[config.mk]
export PLATFORM = sky130hd
export DESIGN_NAME = lnb_voltage_ramp_sequencer_flat
export DESIGN_NICKNAME = d
export VERILOG_FILES = /design/src/hdl/lvr_pkg.sv /design/src/hdl/lvr_if.sv /design/src/hdl/lvr_ucode_rom.sv /design/src/hdl/lvr_datapath.sv /design/src/hdl/lnb_voltage_ramp_sequencer.sv /design/src/flat_wrapper.sv
export SDC_FILE = /design/constraint.sdc
export NUM_CORES = 1
export LEC_CHECK = 0
export BUFFER_PORTS_ARGS = -buffer_cell sky130_fd_sc_hd__buf_2
export CORE_MARGIN = 5
export CORE_UTILIZATION = 40
export CTS_CLUSTER_SIZE = 25
export DETAILED_ROUTE_END_ITERATION = 12
export PLACE_DENSITY = 0.66
export SYNTH_ARGS = -nofsm -noshare
export SYNTH_HDL_FRONTEND = slang
export SYNTH_SLANG_ARGS = --single-unit
[constraint.sdc]
create_clock -name clk -period 8.3 [get_ports clk]
set_input_delay 0.83 -clock clk [delete_from_list [all_inputs] [get_ports clk]]
set_output_delay 0.83 -clock clk [all_outputs]
set_load 0.005 [all_outputs]
[src/hdl/lvr_pkg.sv]
// Shared types and constants of the supply voltage ramp sequencer.
package lvr_pkg;

	localparam int SLEW_W   = 12;
	localparam int WAIT_W   = 25;
	localparam int BYTE_W   = 8;
	localparam int REQ_W    = 2;
	localparam int PC_W     = 3;

	typedef logic [PC_W-1:0] pc_t;

	typedef enum logic [REQ_W-1:0] {
		REQ_OFF     = 2'd0,
		REQ_13V     = 2'd1,
		REQ_18V     = 2'd2,
		REQ_INVALID = 2'd3
	} req_code_t;

	// Datapath operations of one microcode step
	typedef enum logic [2:0] {
		OP_NOP    = 3'd0,
		OP_DIRECT = 3'd1,
		OP_RAMP   = 3'd2,
		OP_TIMING = 3'd3,
		OP_ERROR  = 3'd4,
		OP_DONE   = 3'd5
	} op_t;

	// Jump conditions
	typedef enum logic [2:0] {
		CND_NEXT      = 3'd0,
		CND_ALWAYS    = 3'd1,
		CND_ERR       = 3'd2,
		CND_RAMP      = 3'd3,
		CND_RAMP_MORE = 3'd4
	} cond_t;

	typedef struct packed {
		op_t   op;
		cond_t cond;
		pc_t   target;
		logic  done;
	} uword_t;

	typedef struct packed {
		logic load;
		logic exec;
		op_t  op;
	} dp_ctl_t;

	typedef struct packed {
		logic out_free;
		logic req_err;
		logic ramp;
		logic ramp_more;
	} dp_status_t;

endpackage

[src/hdl/lvr_if.sv]
// Request and result channel interfaces.
interface lvr_req_if;
	logic       valid;
	logic       ready;
	logic [1:0] voltage_request;

	modport source (output valid, output voltage_request, input ready);
	modport sink (input valid, input voltage_request, output ready);
endinterface

interface lvr_res_if;
	logic        valid;
	logic        ready;
	logic        write_valid;
	logic [7:0]  write_byte;
	logic [24:0] min_wait;
	logic        request_error;
	logic        last_item;

	modport source (output valid, output write_valid, output write_byte, output min_wait,
		output request_error, output last_item, input ready);
	modport sink (input valid, input write_valid, input write_byte, input min_wait,
		input request_error, input last_item, output ready);
endinterface

[src/hdl/lvr_ucode_rom.sv]
// Microcode program of the sequencer.
module lvr_ucode_rom (
	input  lvr_pkg::pc_t    pc,
	output lvr_pkg::uword_t uword
);
	import lvr_pkg::*;

	localparam pc_t PC_ENTRY  = 3'd0;
	localparam pc_t PC_MODE   = 3'd1;
	localparam pc_t PC_DIRECT = 3'd2;
	localparam pc_t PC_RAMP   = 3'd3;
	localparam pc_t PC_TIMING = 3'd4;
	localparam pc_t PC_ERROR  = 3'd5;
	localparam pc_t PC_DONE   = 3'd6;

	always_comb begin
		unique case (pc)
			PC_ENTRY:  uword = '{op: OP_NOP,    cond: CND_ERR,       target: PC_ERROR,  done: 1'b0};
			PC_MODE:   uword = '{op: OP_NOP,    cond: CND_RAMP,      target: PC_RAMP,   done: 1'b0};
			PC_DIRECT: uword = '{op: OP_DIRECT, cond: CND_ALWAYS,    target: PC_TIMING, done: 1'b0};
			// loop here until the target level is reached
			PC_RAMP:   uword = '{op: OP_RAMP,   cond: CND_RAMP_MORE, target: PC_RAMP,   done: 1'b0};
			PC_TIMING: uword = '{op: OP_TIMING, cond: CND_ALWAYS,    target: PC_DONE,   done: 1'b0};
			PC_ERROR:  uword = '{op: OP_ERROR,  cond: CND_NEXT,      target: PC_ENTRY,  done: 1'b1};
			PC_DONE:   uword = '{op: OP_DONE,   cond: CND_NEXT,      target: PC_ENTRY,  done: 1'b1};
			default:   uword = '{op: OP_NOP,    cond: CND_NEXT,      target: PC_ENTRY,  done: 1'b1};
		endcase
	end

endmodule

[src/hdl/lvr_datapath.sv]
// Shadow registers, level tables, wait multiplier and result register.
module lvr_datapath (
	input  logic                         clk,
	input  logic                         arst_n,
	input  logic                         cfg_we,
	input  logic [lvr_pkg::SLEW_W-1:0]   cfg_wdata,
	input  logic [lvr_pkg::REQ_W-1:0]    voltage_request,
	input  lvr_pkg::dp_ctl_t             ctl,
	output lvr_pkg::dp_status_t          st,
	lvr_res_if.source                    res
);
	import lvr_pkg::*;

	localparam logic [BYTE_W-1:0] ENABLE_FLAG = 8'h10;
	localparam logic [BYTE_W-1:0] LEVEL_MASK  = 8'h2F;
	localparam logic [BYTE_W-1:0] TIMING_BYTE = 8'h82;
	localparam logic [WAIT_W-1:0] SETTLE_WAIT = 25'd1500;
	localparam logic [SLEW_W-1:0] SLEW_LIMIT  = 12'd1600;

	function automatic logic [BYTE_W-1:0] step_code(input logic [3:0] i);
		logic [BYTE_W-1:0] c;
		unique case (i)
			4'd0:    c = 8'h00;
			4'd1:    c = 8'h20;
			4'd2:    c = 8'h21;
			4'd3:    c = 8'h22;
			4'd4:    c = 8'h24;
			4'd5:    c = 8'h27;
			4'd6:    c = 8'h28;
			4'd7:    c = 8'h2A;
			4'd8:    c = 8'h2B;
			default: c = 8'h00;
		endcase
		return c;
	endfunction

	// millivolt rise from table entry i to entry i+1
	function automatic logic [13:0] step_delta(input logic [2:0] i);
		logic [13:0] d;
		unique case (i)
			3'd0: d = 14'd12709;
			3'd1: d = 14'd333;
			3'd2: d = 14'd333;
			3'd3: d = 14'd667;
			3'd4: d = 14'd1000;
			3'd5: d = 14'd3000;
			3'd6: d = 14'd667;
			3'd7: d = 14'd333;
			default: d = 14'd0;
		endcase
		return d;
	endfunction

	function automatic logic [BYTE_W-1:0] direct_code(input logic [REQ_W-1:0] r);
		logic [BYTE_W-1:0] c;
		unique case (r)
			REQ_OFF: c = 8'h10;
			REQ_13V: c = 8'h31;
			REQ_18V: c = 8'h38;
			default: c = 8'h10;
		endcase
		return c;
	endfunction

	function automatic logic [3:0] target_index(input logic [REQ_W-1:0] r);
		logic [3:0] t;
		unique case (r)
			REQ_OFF: t = 4'd0;
			REQ_13V: t = 4'd2;
			REQ_18V: t = 4'd6;
			default: t = 4'd0;
		endcase
		return t;
	endfunction

	// unknown codes fall back to index zero
	function automatic logic [3:0] present_index(input logic [BYTE_W-1:0] shadow);
		logic [BYTE_W-1:0] code;
		logic [3:0]        idx;
		code = shadow & LEVEL_MASK;
		idx  = 4'd0;
		for (int i = 0; i < 9; i++) begin
			if (step_code(4'(i)) == code) begin
				idx = 4'(i);
			end
		end
		return idx;
	endfunction

	logic [SLEW_W-1:0] slew_q;
	logic [BYTE_W-1:0] level_q;
	logic [BYTE_W-1:0] timing_q;
	logic [REQ_W-1:0]  req_q;
	logic [3:0]        idx_q;
	logic              ramp_q;
	logic              res_valid_q;
	logic              wr_valid_q;
	logic [BYTE_W-1:0] wr_byte_q;
	logic [WAIT_W-1:0] wait_q;
	logic              err_q;
	logic              last_q;

	logic [3:0]        tgt;
	logic [3:0]        idx_inc;
	logic              climb;
	logic [25:0]       prod;
	logic [BYTE_W-1:0] dir_byte;
	logic [BYTE_W-1:0] ramp_byte;
	logic              emit;

	assign tgt       = target_index(req_q);
	assign idx_inc   = idx_q + 4'd1;
	assign climb     = idx_q < tgt;
	assign prod      = 26'(step_delta(idx_q[2:0])) * 26'(slew_q);
	assign dir_byte  = direct_code(req_q);
	assign ramp_byte = climb ? (step_code(idx_inc) | ENABLE_FLAG) : (step_code(tgt) | ENABLE_FLAG);

	always_comb begin
		unique case (ctl.op)
			OP_DIRECT: emit = dir_byte != level_q;
			OP_RAMP:   emit = 1'b1;
			OP_TIMING: emit = timing_q != TIMING_BYTE;
			OP_ERROR:  emit = 1'b1;
			OP_DONE:   emit = 1'b1;
			default:   emit = 1'b0;
		endcase
	end

	assign st.out_free  = !res_valid_q || res.ready;
	assign st.req_err   = req_q == REQ_INVALID;
	assign st.ramp      = ramp_q;
	assign st.ramp_more = climb && (idx_inc < tgt);

	always_ff @(posedge clk or negedge arst_n) begin
		if (!arst_n) begin
			slew_q      <= '0;
			level_q     <= '0;
			timing_q    <= '0;
			req_q       <= '0;
			idx_q       <= '0;
			ramp_q      <= 1'b0;
			res_valid_q <= 1'b0;
		end else begin
			if (cfg_we) begin
				slew_q <= cfg_wdata;
			end
			if (ctl.load) begin
				req_q  <= voltage_request;
				idx_q  <= present_index(level_q);
				ramp_q <= (slew_q != '0) && (slew_q < SLEW_LIMIT);
			end
			if (ctl.exec) begin
				unique case (ctl.op)
					OP_DIRECT: level_q <= dir_byte;
					OP_RAMP: begin
						level_q <= ramp_byte;
						if (climb) begin
							idx_q <= idx_inc;
						end
					end
					OP_TIMING: timing_q <= TIMING_BYTE;
					default: ;
				endcase
			end
			if (ctl.exec && emit) begin
				res_valid_q <= 1'b1;
			end else if (res.ready) begin
				res_valid_q <= 1'b0;
			end
		end
	end

	// result payload
	always_ff @(posedge clk) begin
		if (ctl.exec && emit) begin
			unique case (ctl.op)
				OP_DIRECT: begin
					wr_valid_q <= 1'b1;
					wr_byte_q  <= dir_byte;
					wait_q     <= '0;
					err_q      <= 1'b0;
					last_q     <= 1'b0;
				end
				OP_RAMP: begin
					wr_valid_q <= 1'b1;
					wr_byte_q  <= ramp_byte;
					wait_q     <= climb ? WAIT_W'(prod) : '0;
					err_q      <= 1'b0;
					last_q     <= 1'b0;
				end
				OP_TIMING: begin
					wr_valid_q <= 1'b1;
					wr_byte_q  <= TIMING_BYTE;
					wait_q     <= '0;
					err_q      <= 1'b0;
					last_q     <= 1'b0;
				end
				OP_ERROR: begin
					wr_valid_q <= 1'b0;
					wr_byte_q  <= '0;
					wait_q     <= '0;
					err_q      <= 1'b1;
					last_q     <= 1'b1;
				end
				OP_DONE: begin
					wr_valid_q <= 1'b0;
					wr_byte_q  <= '0;
					wait_q     <= SETTLE_WAIT;
					err_q      <= 1'b0;
					last_q     <= 1'b1;
				end
				default: begin
					wr_valid_q <= 1'b0;
					wr_byte_q  <= '0;
					wait_q     <= '0;
					err_q      <= 1'b0;
					last_q     <= 1'b0;
				end
			endcase
		end
	end

	assign res.valid         = res_valid_q;
	assign res.write_valid   = wr_valid_q;
	assign res.write_byte    = wr_byte_q;
	assign res.min_wait      = wait_q;
	assign res.request_error = err_q;
	assign res.last_item     = last_q;

`ifndef SYNTHESIS
	a_timing_shadow: assert property (@(posedge clk) disable iff (!arst_n)
		timing_q == 8'h00 || timing_q == TIMING_BYTE)
		else $error("timing shadow holds a byte never written");

	a_last_no_write: assert property (@(posedge clk) disable iff (!arst_n)
		res_valid_q |-> !(last_q && wr_valid_q))
		else $error("completion result carries a write");

	a_err_is_last: assert property (@(posedge clk) disable iff (!arst_n)
		(res_valid_q && err_q) |-> (last_q && wait_q == '0))
		else $error("error result is not a bare completion");

	a_no_overwrite: assert property (@(posedge clk) disable iff (!arst_n)
		(res_valid_q && !res.ready) |-> !(ctl.exec && emit))
		else $error("result register loaded while still full");
`endif

endmodule

[src/hdl/lnb_voltage_ramp_sequencer.sv]
// Top level: microcode step counter, jump logic, ROM and datapath.
//
// channel | direction | carries
// req     | in        | voltage_request (valid/ready)
// res     | out       | write_valid, write_byte, min_wait, request_error, last_item
// cfg     | in        | slew_rate write (cfg_we, cfg_wdata)
//
// One microcode step runs per cycle while the result register is free. A request
// takes 2 steps (invalid), 5 steps (direct set) or 4 + n steps with n ramp writes
// (1 to 6, so up to 10). The next request is taken the cycle after the final step.
// A held result stalls the step counter. Reset clears the slew rate and both shadows.
module lnb_voltage_ramp_sequencer (
	input  logic                         clk,
	input  logic                         arst_n,
	input  logic                         cfg_we,
	input  logic [lvr_pkg::SLEW_W-1:0]   cfg_wdata,
	lvr_req_if.sink                      req,
	lvr_res_if.source                    res
);
	import lvr_pkg::*;

	pc_t        pc_q;
	logic       busy_q;
	uword_t     uw;
	dp_status_t st;
	dp_ctl_t    ctl;
	logic       accept;
	logic       exec;
	logic       cond_hit;

	assign req.ready = !busy_q;
	assign accept    = req.valid && !busy_q;
	assign exec      = busy_q && st.out_free;

	assign ctl.load = accept;
	assign ctl.exec = exec;
	assign ctl.op   = uw.op;

	lvr_ucode_rom u_rom (
		.pc    (pc_q),
		.uword (uw)
	);

	lvr_datapath u_dp (
		.clk             (clk),
		.arst_n          (arst_n),
		.cfg_we          (cfg_we),
		.cfg_wdata       (cfg_wdata),
		.voltage_request (req.voltage_request),
		.ctl             (ctl),
		.st              (st),
		.res             (res)
	);

	always_comb begin
		unique case (uw.cond)
			CND_NEXT:      cond_hit = 1'b0;
			CND_ALWAYS:    cond_hit = 1'b1;
			CND_ERR:       cond_hit = st.req_err;
			CND_RAMP:      cond_hit = st.ramp;
			CND_RAMP_MORE: cond_hit = st.ramp_more;
			default:       cond_hit = 1'b0;
		endcase
	end

	always_ff @(posedge clk or negedge arst_n) begin
		if (!arst_n) begin
			pc_q   <= '0;
			busy_q <= 1'b0;
		end else if (accept) begin
			pc_q   <= '0;
			busy_q <= 1'b1;
		end else if (exec) begin
			if (uw.done) begin
				busy_q <= 1'b0;
			end else if (cond_hit) begin
				pc_q <= uw.target;
			end else begin
				pc_q <= pc_q + 3'd1;
			end
		end
	end

endmodule

[src/flat_wrapper.sv]
// flat-port wrapper written by rule: the top's interface ports become plain ports
module lnb_voltage_ramp_sequencer_flat import lvr_pkg::*;
  (clk, arst_n, cfg_we, cfg_wdata, req_valid, req_voltage_request, req_ready, res_valid, res_write_valid, res_write_byte, res_min_wait, res_request_error, res_last_item, res_ready);
  lvr_req_if req_i ();
  lvr_res_if res_i ();
  input  logic clk;
  input  logic arst_n;
  input  logic cfg_we;
  input  logic [lvr_pkg::SLEW_W-1:0] cfg_wdata;
  input wire logic [$bits(req_i.valid)-1:0] req_valid;
  input wire logic [$bits(req_i.voltage_request)-1:0] req_voltage_request;
  output wire logic [$bits(req_i.ready)-1:0] req_ready;
  output wire logic [$bits(res_i.valid)-1:0] res_valid;
  output wire logic [$bits(res_i.write_valid)-1:0] res_write_valid;
  output wire logic [$bits(res_i.write_byte)-1:0] res_write_byte;
  output wire logic [$bits(res_i.min_wait)-1:0] res_min_wait;
  output wire logic [$bits(res_i.request_error)-1:0] res_request_error;
  output wire logic [$bits(res_i.last_item)-1:0] res_last_item;
  input wire logic [$bits(res_i.ready)-1:0] res_ready;
  assign req_i.valid = req_valid;
  assign req_i.voltage_request = req_voltage_request;
  assign req_ready = req_i.ready;
  assign res_valid = res_i.valid;
  assign res_write_valid = res_i.write_valid;
  assign res_write_byte = res_i.write_byte;
  assign res_min_wait = res_i.min_wait;
  assign res_request_error = res_i.request_error;
  assign res_last_item = res_i.last_item;
  assign res_i.ready = res_ready;
  lnb_voltage_ramp_sequencer u_core (.clk(clk), .arst_n(arst_n), .cfg_we(cfg_we), .cfg_wdata(cfg_wdata), .req(req_i), .res(res_i));
endmodule
; After elaboration in Yosys (flattened, before gate mapping)
; Memories as Yosys holds them, arrays and structs flattened.
; Cells that the tools add are included.
[word_totals]
register_bits = 69
romBits = 264
out_inout_bits = 38
word_cells = 115
n_memories = 3
[classes]
addsub = 2
multipliers = 1
order_cmp = 3
n_eq_ne = 29
mux = 42
reduce_logical = 21
[mem_list]
columns = memory, depth, width, read_ports, rd_ports_with_merged_regs, write_ports, line_no
row1 = (name not given), 8, 13, 1, 0, 0, lvr_datapath.sv:40  ; unique case (i)
row2 = (name not given), 16, 5, 1, 0, 0, lvr_datapath.sv:22  ; unique case (i)
row3 = (name not given), 16, 5, 1, 0, 0, lvr_datapath.sv:22
[op_table]
columns = cell, count
row1 = two-way mux 8 bit, 9
row2 = one-hot mux 10 bit (7 select lines), 1
row3 = == test 8 x 6 -> 1 bit, 8
row4 = one-hot mux 25 bit (2 select lines), 1
row5 = two-way mux 4 bit, 11
row6 = multiplier 14 x 12 -> 25 bit, 1
row7 = two-way mux 25 bit, 1
row8 = one-hot mux 8 bit (3 select lines), 1
row9 = == test 3 x 2 -> 1 bit (second input constant), 6
row10 = == test 3 bit (second input constant), 6
row11 = one-hot mux 8 bit (2 select lines), 1
row12 = < comparator 12 x 11 -> 1 bit (second input constant), 1
row13 = two-way mux 3 bit, 4
row14 = one-hot mux 6 bit (2 select lines), 1
row15 = nonzero test 12 bit, 1
row16 = == test 3 x 1 -> 1 bit (second input constant), 3
row17 = two-way mux 1 bit, 9
row18 = inequality test 8 bit, 1
row19 = AND reduction 2 bit, 4
row20 = nonzero test 2 bit, 4
row21 = one-hot mux 3 bit (2 select lines), 1
row22 = OR reduction 3 bit, 2
row23 = logical AND 1 bit, 5
row24 = adder 4 x 1 -> 4 bit (second input constant), 1
row25 = other kinds (13), 15

; Logic depth before layout (Yosys ltp)
[depth]
ltp_word = 16
ltp_mapped = 24
mapped_depth_nobuf = 22

; Cells and area by module
; Synthesis repeated with hierarchy kept, for this count alone.
[hier_totals]
cells_unflattened = 920
area_unflattened_um2 = 8604.5
[by_module_without_submodules]
columns = mod, instances, cells_per_inst, area_each_um2, seq_area_each_um2
row1 = lvr_datapath, 1, 872, 8184.1, 1726.7
row2 = lnb_voltage_ramp_sequencer, 1, 30, 302.8, 100.1
row3 = lvr_ucode_rom, 1, 18, 117.6, 0.0

; Worst setup path after synthesis
; No wires, ideal clock.
[synth_path]
path_type = register to register
startpoint = register u_core.u_dp.idx_q[0]
endpoint = register u_core.u_dp.wait_q[24] (netlist: u_core.u_dp.res.min_wait[24]) (data pin)
setup_time_ns = 0.146
t_arrival_ns = 5.672
setup_slack_ns = 2.482
stages_incl_launch_ff = 22
n_path_buf = 2
cell_sequence = dfrtp_1 inv_1 ha_1 clkbuf_2 mux2i_1 clkbuf_1 nand2_1 fa_1 inv_1 fa_1 fa_1 fa_1 inv_1 fa_1 inv_1 ha_1 a21oi_1 o21ai_0 a31oi_1 a21oi_2 or3_1 a21oi_1
[synth_via]
elab_chain_len = 4
[synth_lines]
columns = item, line_no
row1 = "start, declared", lvr_datapath.sv:94  ; logic [3:0] idx_q;
row2 = "start signal, assigned", lvr_datapath.sv:149  ; idx_q <= present_index(level_q);
row3 = "start signal, assigned", lvr_datapath.sv:158  ; idx_q <= idx_inc;
row4 = memory (8 x 13 bit), -
row5 = multiplier 14 x 12 -> 25 bit, lvr_datapath.sv:114  ; assign prod = 26'(step_delta(idx_q[2:0])) * 26'(slew_q);
row6 = two-way mux 25 bit *, lvr_datapath.sv:187  ; wait_q <= climb ? WAIT_W'(prod) : '0;
row7 = one-hot mux 25 bit (2 select lines) *, lvr_datapath.sv:176  ; unique case (ctl.op)
row8 = "end signal, assigned", lvr_datapath.sv:187
row9 = "end, declared", lvr_datapath.sv:99  ; logic [WAIT_W-1:0] wait_q;
; Mark *: on every way between the ends. The rest lies on a longest branch, timed or not.
; A chain may end at the register's enable or synchronous reset.

; Worst setup path after layout
[layout_path]
startpoint = register u_core.u_dp.idx_q[0]
endpoint = register u_core.u_dp.wait_q[23] (netlist: u_core.u_dp.res.min_wait[23]) (data pin)
; The elaborated chain is that of the path after synthesis.

==> metrics <==
status=completed; crit path capture type=flop; endpoints failing setup=0; Synth Area per Inst=9.202 µm²; commonest non-fill, non-tap cells in the layout=178 x inv_1, 117 x nand2_1, 107 x fa_1; crit path DAT=6.77 ns; n_diodes=0; initial antenna violation count=0; Tmin final=6.700 ns; Die Y-Extent=156.8 µm; CTS sink count=66; most common cell after layout, fill and taps aside=inv_1; CTS max path bufs=2; Final ANT Viol Nets=0; Site Rows=53; TNS Setup=0 ns; Post-synth EDFFs=35; period utilization=0.8073; Die ar.=0.02459 mm²; Core Area=0.02115 mm²; Worst-Margin Slew=1.197 ns; first-pass GRT wire length=32.72 mm; DP Wirelength=15.29 mm; reg-to-reg setup timing slack=1.60 ns; I/O Buffers=55; Worst R2R Path Depth=19; hold slack=0.4615 ns; DRT Wirelength=19.27 mm; Resize count post-CTS=0; RSZ-0062 raised after global routing=false; Post-synth ARST share=0.4697; #FFs+latches synth=66; max-cap viol count=0; DR DRC count=0; Ys Warns=0; Worst slew margin=0.1992; clock skew=0.01142 ns; CTS tree=built; GR Util All Layers=0.1660; highest clock rate=149.2 MHz; clock slew at reported path FFs=0.06 ns; CP Launch Type=flop; library cells used by synthesis=64; Req. time, crit path=8.37 ns; crit-path max FO=12; register area=0.001827 mm²; drt initial violations=322; vias per cell=5.052; prevailing post-synth register cell=edfxtp_1; Final Hold Fails=0; mapped cell area=0.008622 mm²; hold endpoint=u_core.u_dp.level_q[4]$_DFFE_PN0P_; sequential element share of the synthesized area=0.2119; kind of critical path=reg -> reg; layout cells sized above 1=0.1116; wire length per cell=15.50 µm; post-CTS setup repair buffer count=0; total CTS buffers=9; Syn Inst Count=937; vias in the first global route=6660; htree depth=3; final layout net count=1180; grt ovf=0; via count=6280; Synthesized Nets=1154; DIE WIDTH=156.8 µm; Post-Layout Cell Count=1243; Clk Latency, worst-skew pair=0.34 ns; total I/O pin count=57; Fillers=2059; largest net degree at the start of global routing=37; gpl congestion=0.8659; hold buffers post-CTS=0; DR pass1 iterations=5; WHS Path Cells=1; post-placement cell count=1227; multi-input logic area=0.005948 mm²; Starting Density=0.4076; hold_sp=u_core.u_dp.level_q[4]$_DFFE_PN0P_; max-slew violations=0; RR Endpoint=u_core.u_dp.res.min_wait[23]$_DFFE_PP_; Root Buffer=clkbuf_16; min-delay worst type=reg -> reg; reg2reg start=u_core.u_dp.idx_q[0]$_DFF_PN0_; Layout area overhead=8.896%
worst max path at each step:
stage / start / end / slack, ns / cells after the start
after floorplan: u_core.u_dp.idx_q[0]$_DFF_PN0_ / u_core.u_dp.res.min_wait[24]$_DFFE_PP_ / 2.48 / 21
final: u_core.u_dp.idx_q[0]$_DFF_PN0_ / u_core.u_dp.res.min_wait[23]$_DFFE_PP_ / 1.60 / 19
after CTS: u_core.u_dp.idx_q[0]$_DFF_PN0_ / u_core.u_dp.res.min_wait[23]$_DFFE_PP_ / 1.67 / 19
after global routing: u_core.u_dp.idx_q[1]$_DFF_PN0_ / u_core.u_dp.res.min_wait[21]$_DFFE_PP_ / 1.23 / 19
after global placement: u_core.u_dp.idx_q[2]$_DFF_PN0_ / u_core.u_dp.res.min_wait[19]$_DFFE_PP_ / 1.79 / 17
after detailed placement: u_core.u_dp.idx_q[0]$_DFF_PN0_ / u_core.u_dp.res.min_wait[23]$_DFFE_PP_ / 1.69 / 19
state kept, by name, indices dropped and copies added, names as in the netlist, 2 cells and up:
name / count
u_core.u_dp.req_q: 2
u_core.u_dp.res.min_wait: 25
u_core.u_dp.slew_q: 12
u_core.u_dp.res.write_byte: 7
u_core.u_dp.level_q: 6
u_core.pc_q: 3
u_core.u_dp.idx_q: 4
Yosys cell counts, drive strengths merged (3+ instances only):
library cell,number,area share
xor2,11,0.012
nor3b,4,0.0035
a21o,9,0.0081
a31oi,5,0.0054
clkbuf,34,0.015
and2,64,0.046
and3,19,0.014
o21ai,33,0.020
nand4,3,0.0022
inv,178,0.077
a211oi,4,0.0035
nor4,4,0.0029
edfxtp,35,0.12
a21oi,32,0.019
o21bai,5,0.0044
nand2b,5,0.0039
nor2,24,0.011
or3,3,0.0028
buf,10,0.0074
dfrtp,31,0.090
o211ai,3,0.0032
nand2,117,0.051
ha,91,0.13
nor2b,10,0.0073
mux2i,10,0.012
nor3,13,0.0075
o21a,3,0.0026
fa,107,0.25
xnor2,10,0.010
nand3,21,0.012
mux2,18,0.024
cell type report:
cell class	count	share of cell area
clock buffer	10	0.02665
timing repair buffer	59	0.03252
sequential	66	0.1946
clock inverter	6	0.004931
inverter	178	0.07116
tap	275	0.03665
multi-input combinational	649	0.6335
logic make-up after synthesis:
logic type | Yosys count | synth area share
simple gates | 293 | 0.1701
buf+inv | 222 | 0.09999
fa+ha+maj | 198 | 0.3805
compound gates | 108 | 0.07982
flops | 66 | 0.2119
mux | 28 | 0.03512
xor+xnor | 21 | 0.02220
other cells | 1 | 0.0004349
worst max-delay path, cell delays in order (launching register included):
cell and delay [ns]:
dfrtp_1 0.49, inv_1 0.13, ha_1 0.46, xor2_1 0.77
nand2_1 0.19, fa_1 0.56, fa_1 0.52, inv_1 0.05
fa_1 0.47, fa_1 0.55, inv_1 0.05, fa_1 0.53
inv_1 0.04, ha_1 0.37, nand2_1 0.07, o21ai_0 0.26
a31oi_1 0.28, a211oi_1 0.36, o21ai_0 0.14, nor3b_1 0.15
per-stage QoR:
step                      setup slack (ns)  cell area [µm²]  utilization
after floorplan                      2.482             8622            -
after global placement               1.787             9092       0.4298
after detailed placement             1.690             9092       0.4298
after CTS                            1.666             9389       0.4438
after global routing                 1.232             9389       0.4438
final                                1.600             9389       0.4438
layer usage:
metal,GRT usage,share of wire,vias to the layer above
met2,0.2843,0.49,139
met3,0.03346,0.051,27
met1,0.2160,0.43,3088
met4,0.04215,0.020,0
met5,0,0,-
li1,-,-,3026
Power is not shown: default switching activity piles up to over one toggle a cycle in this logic, so the estimate is an artifact.
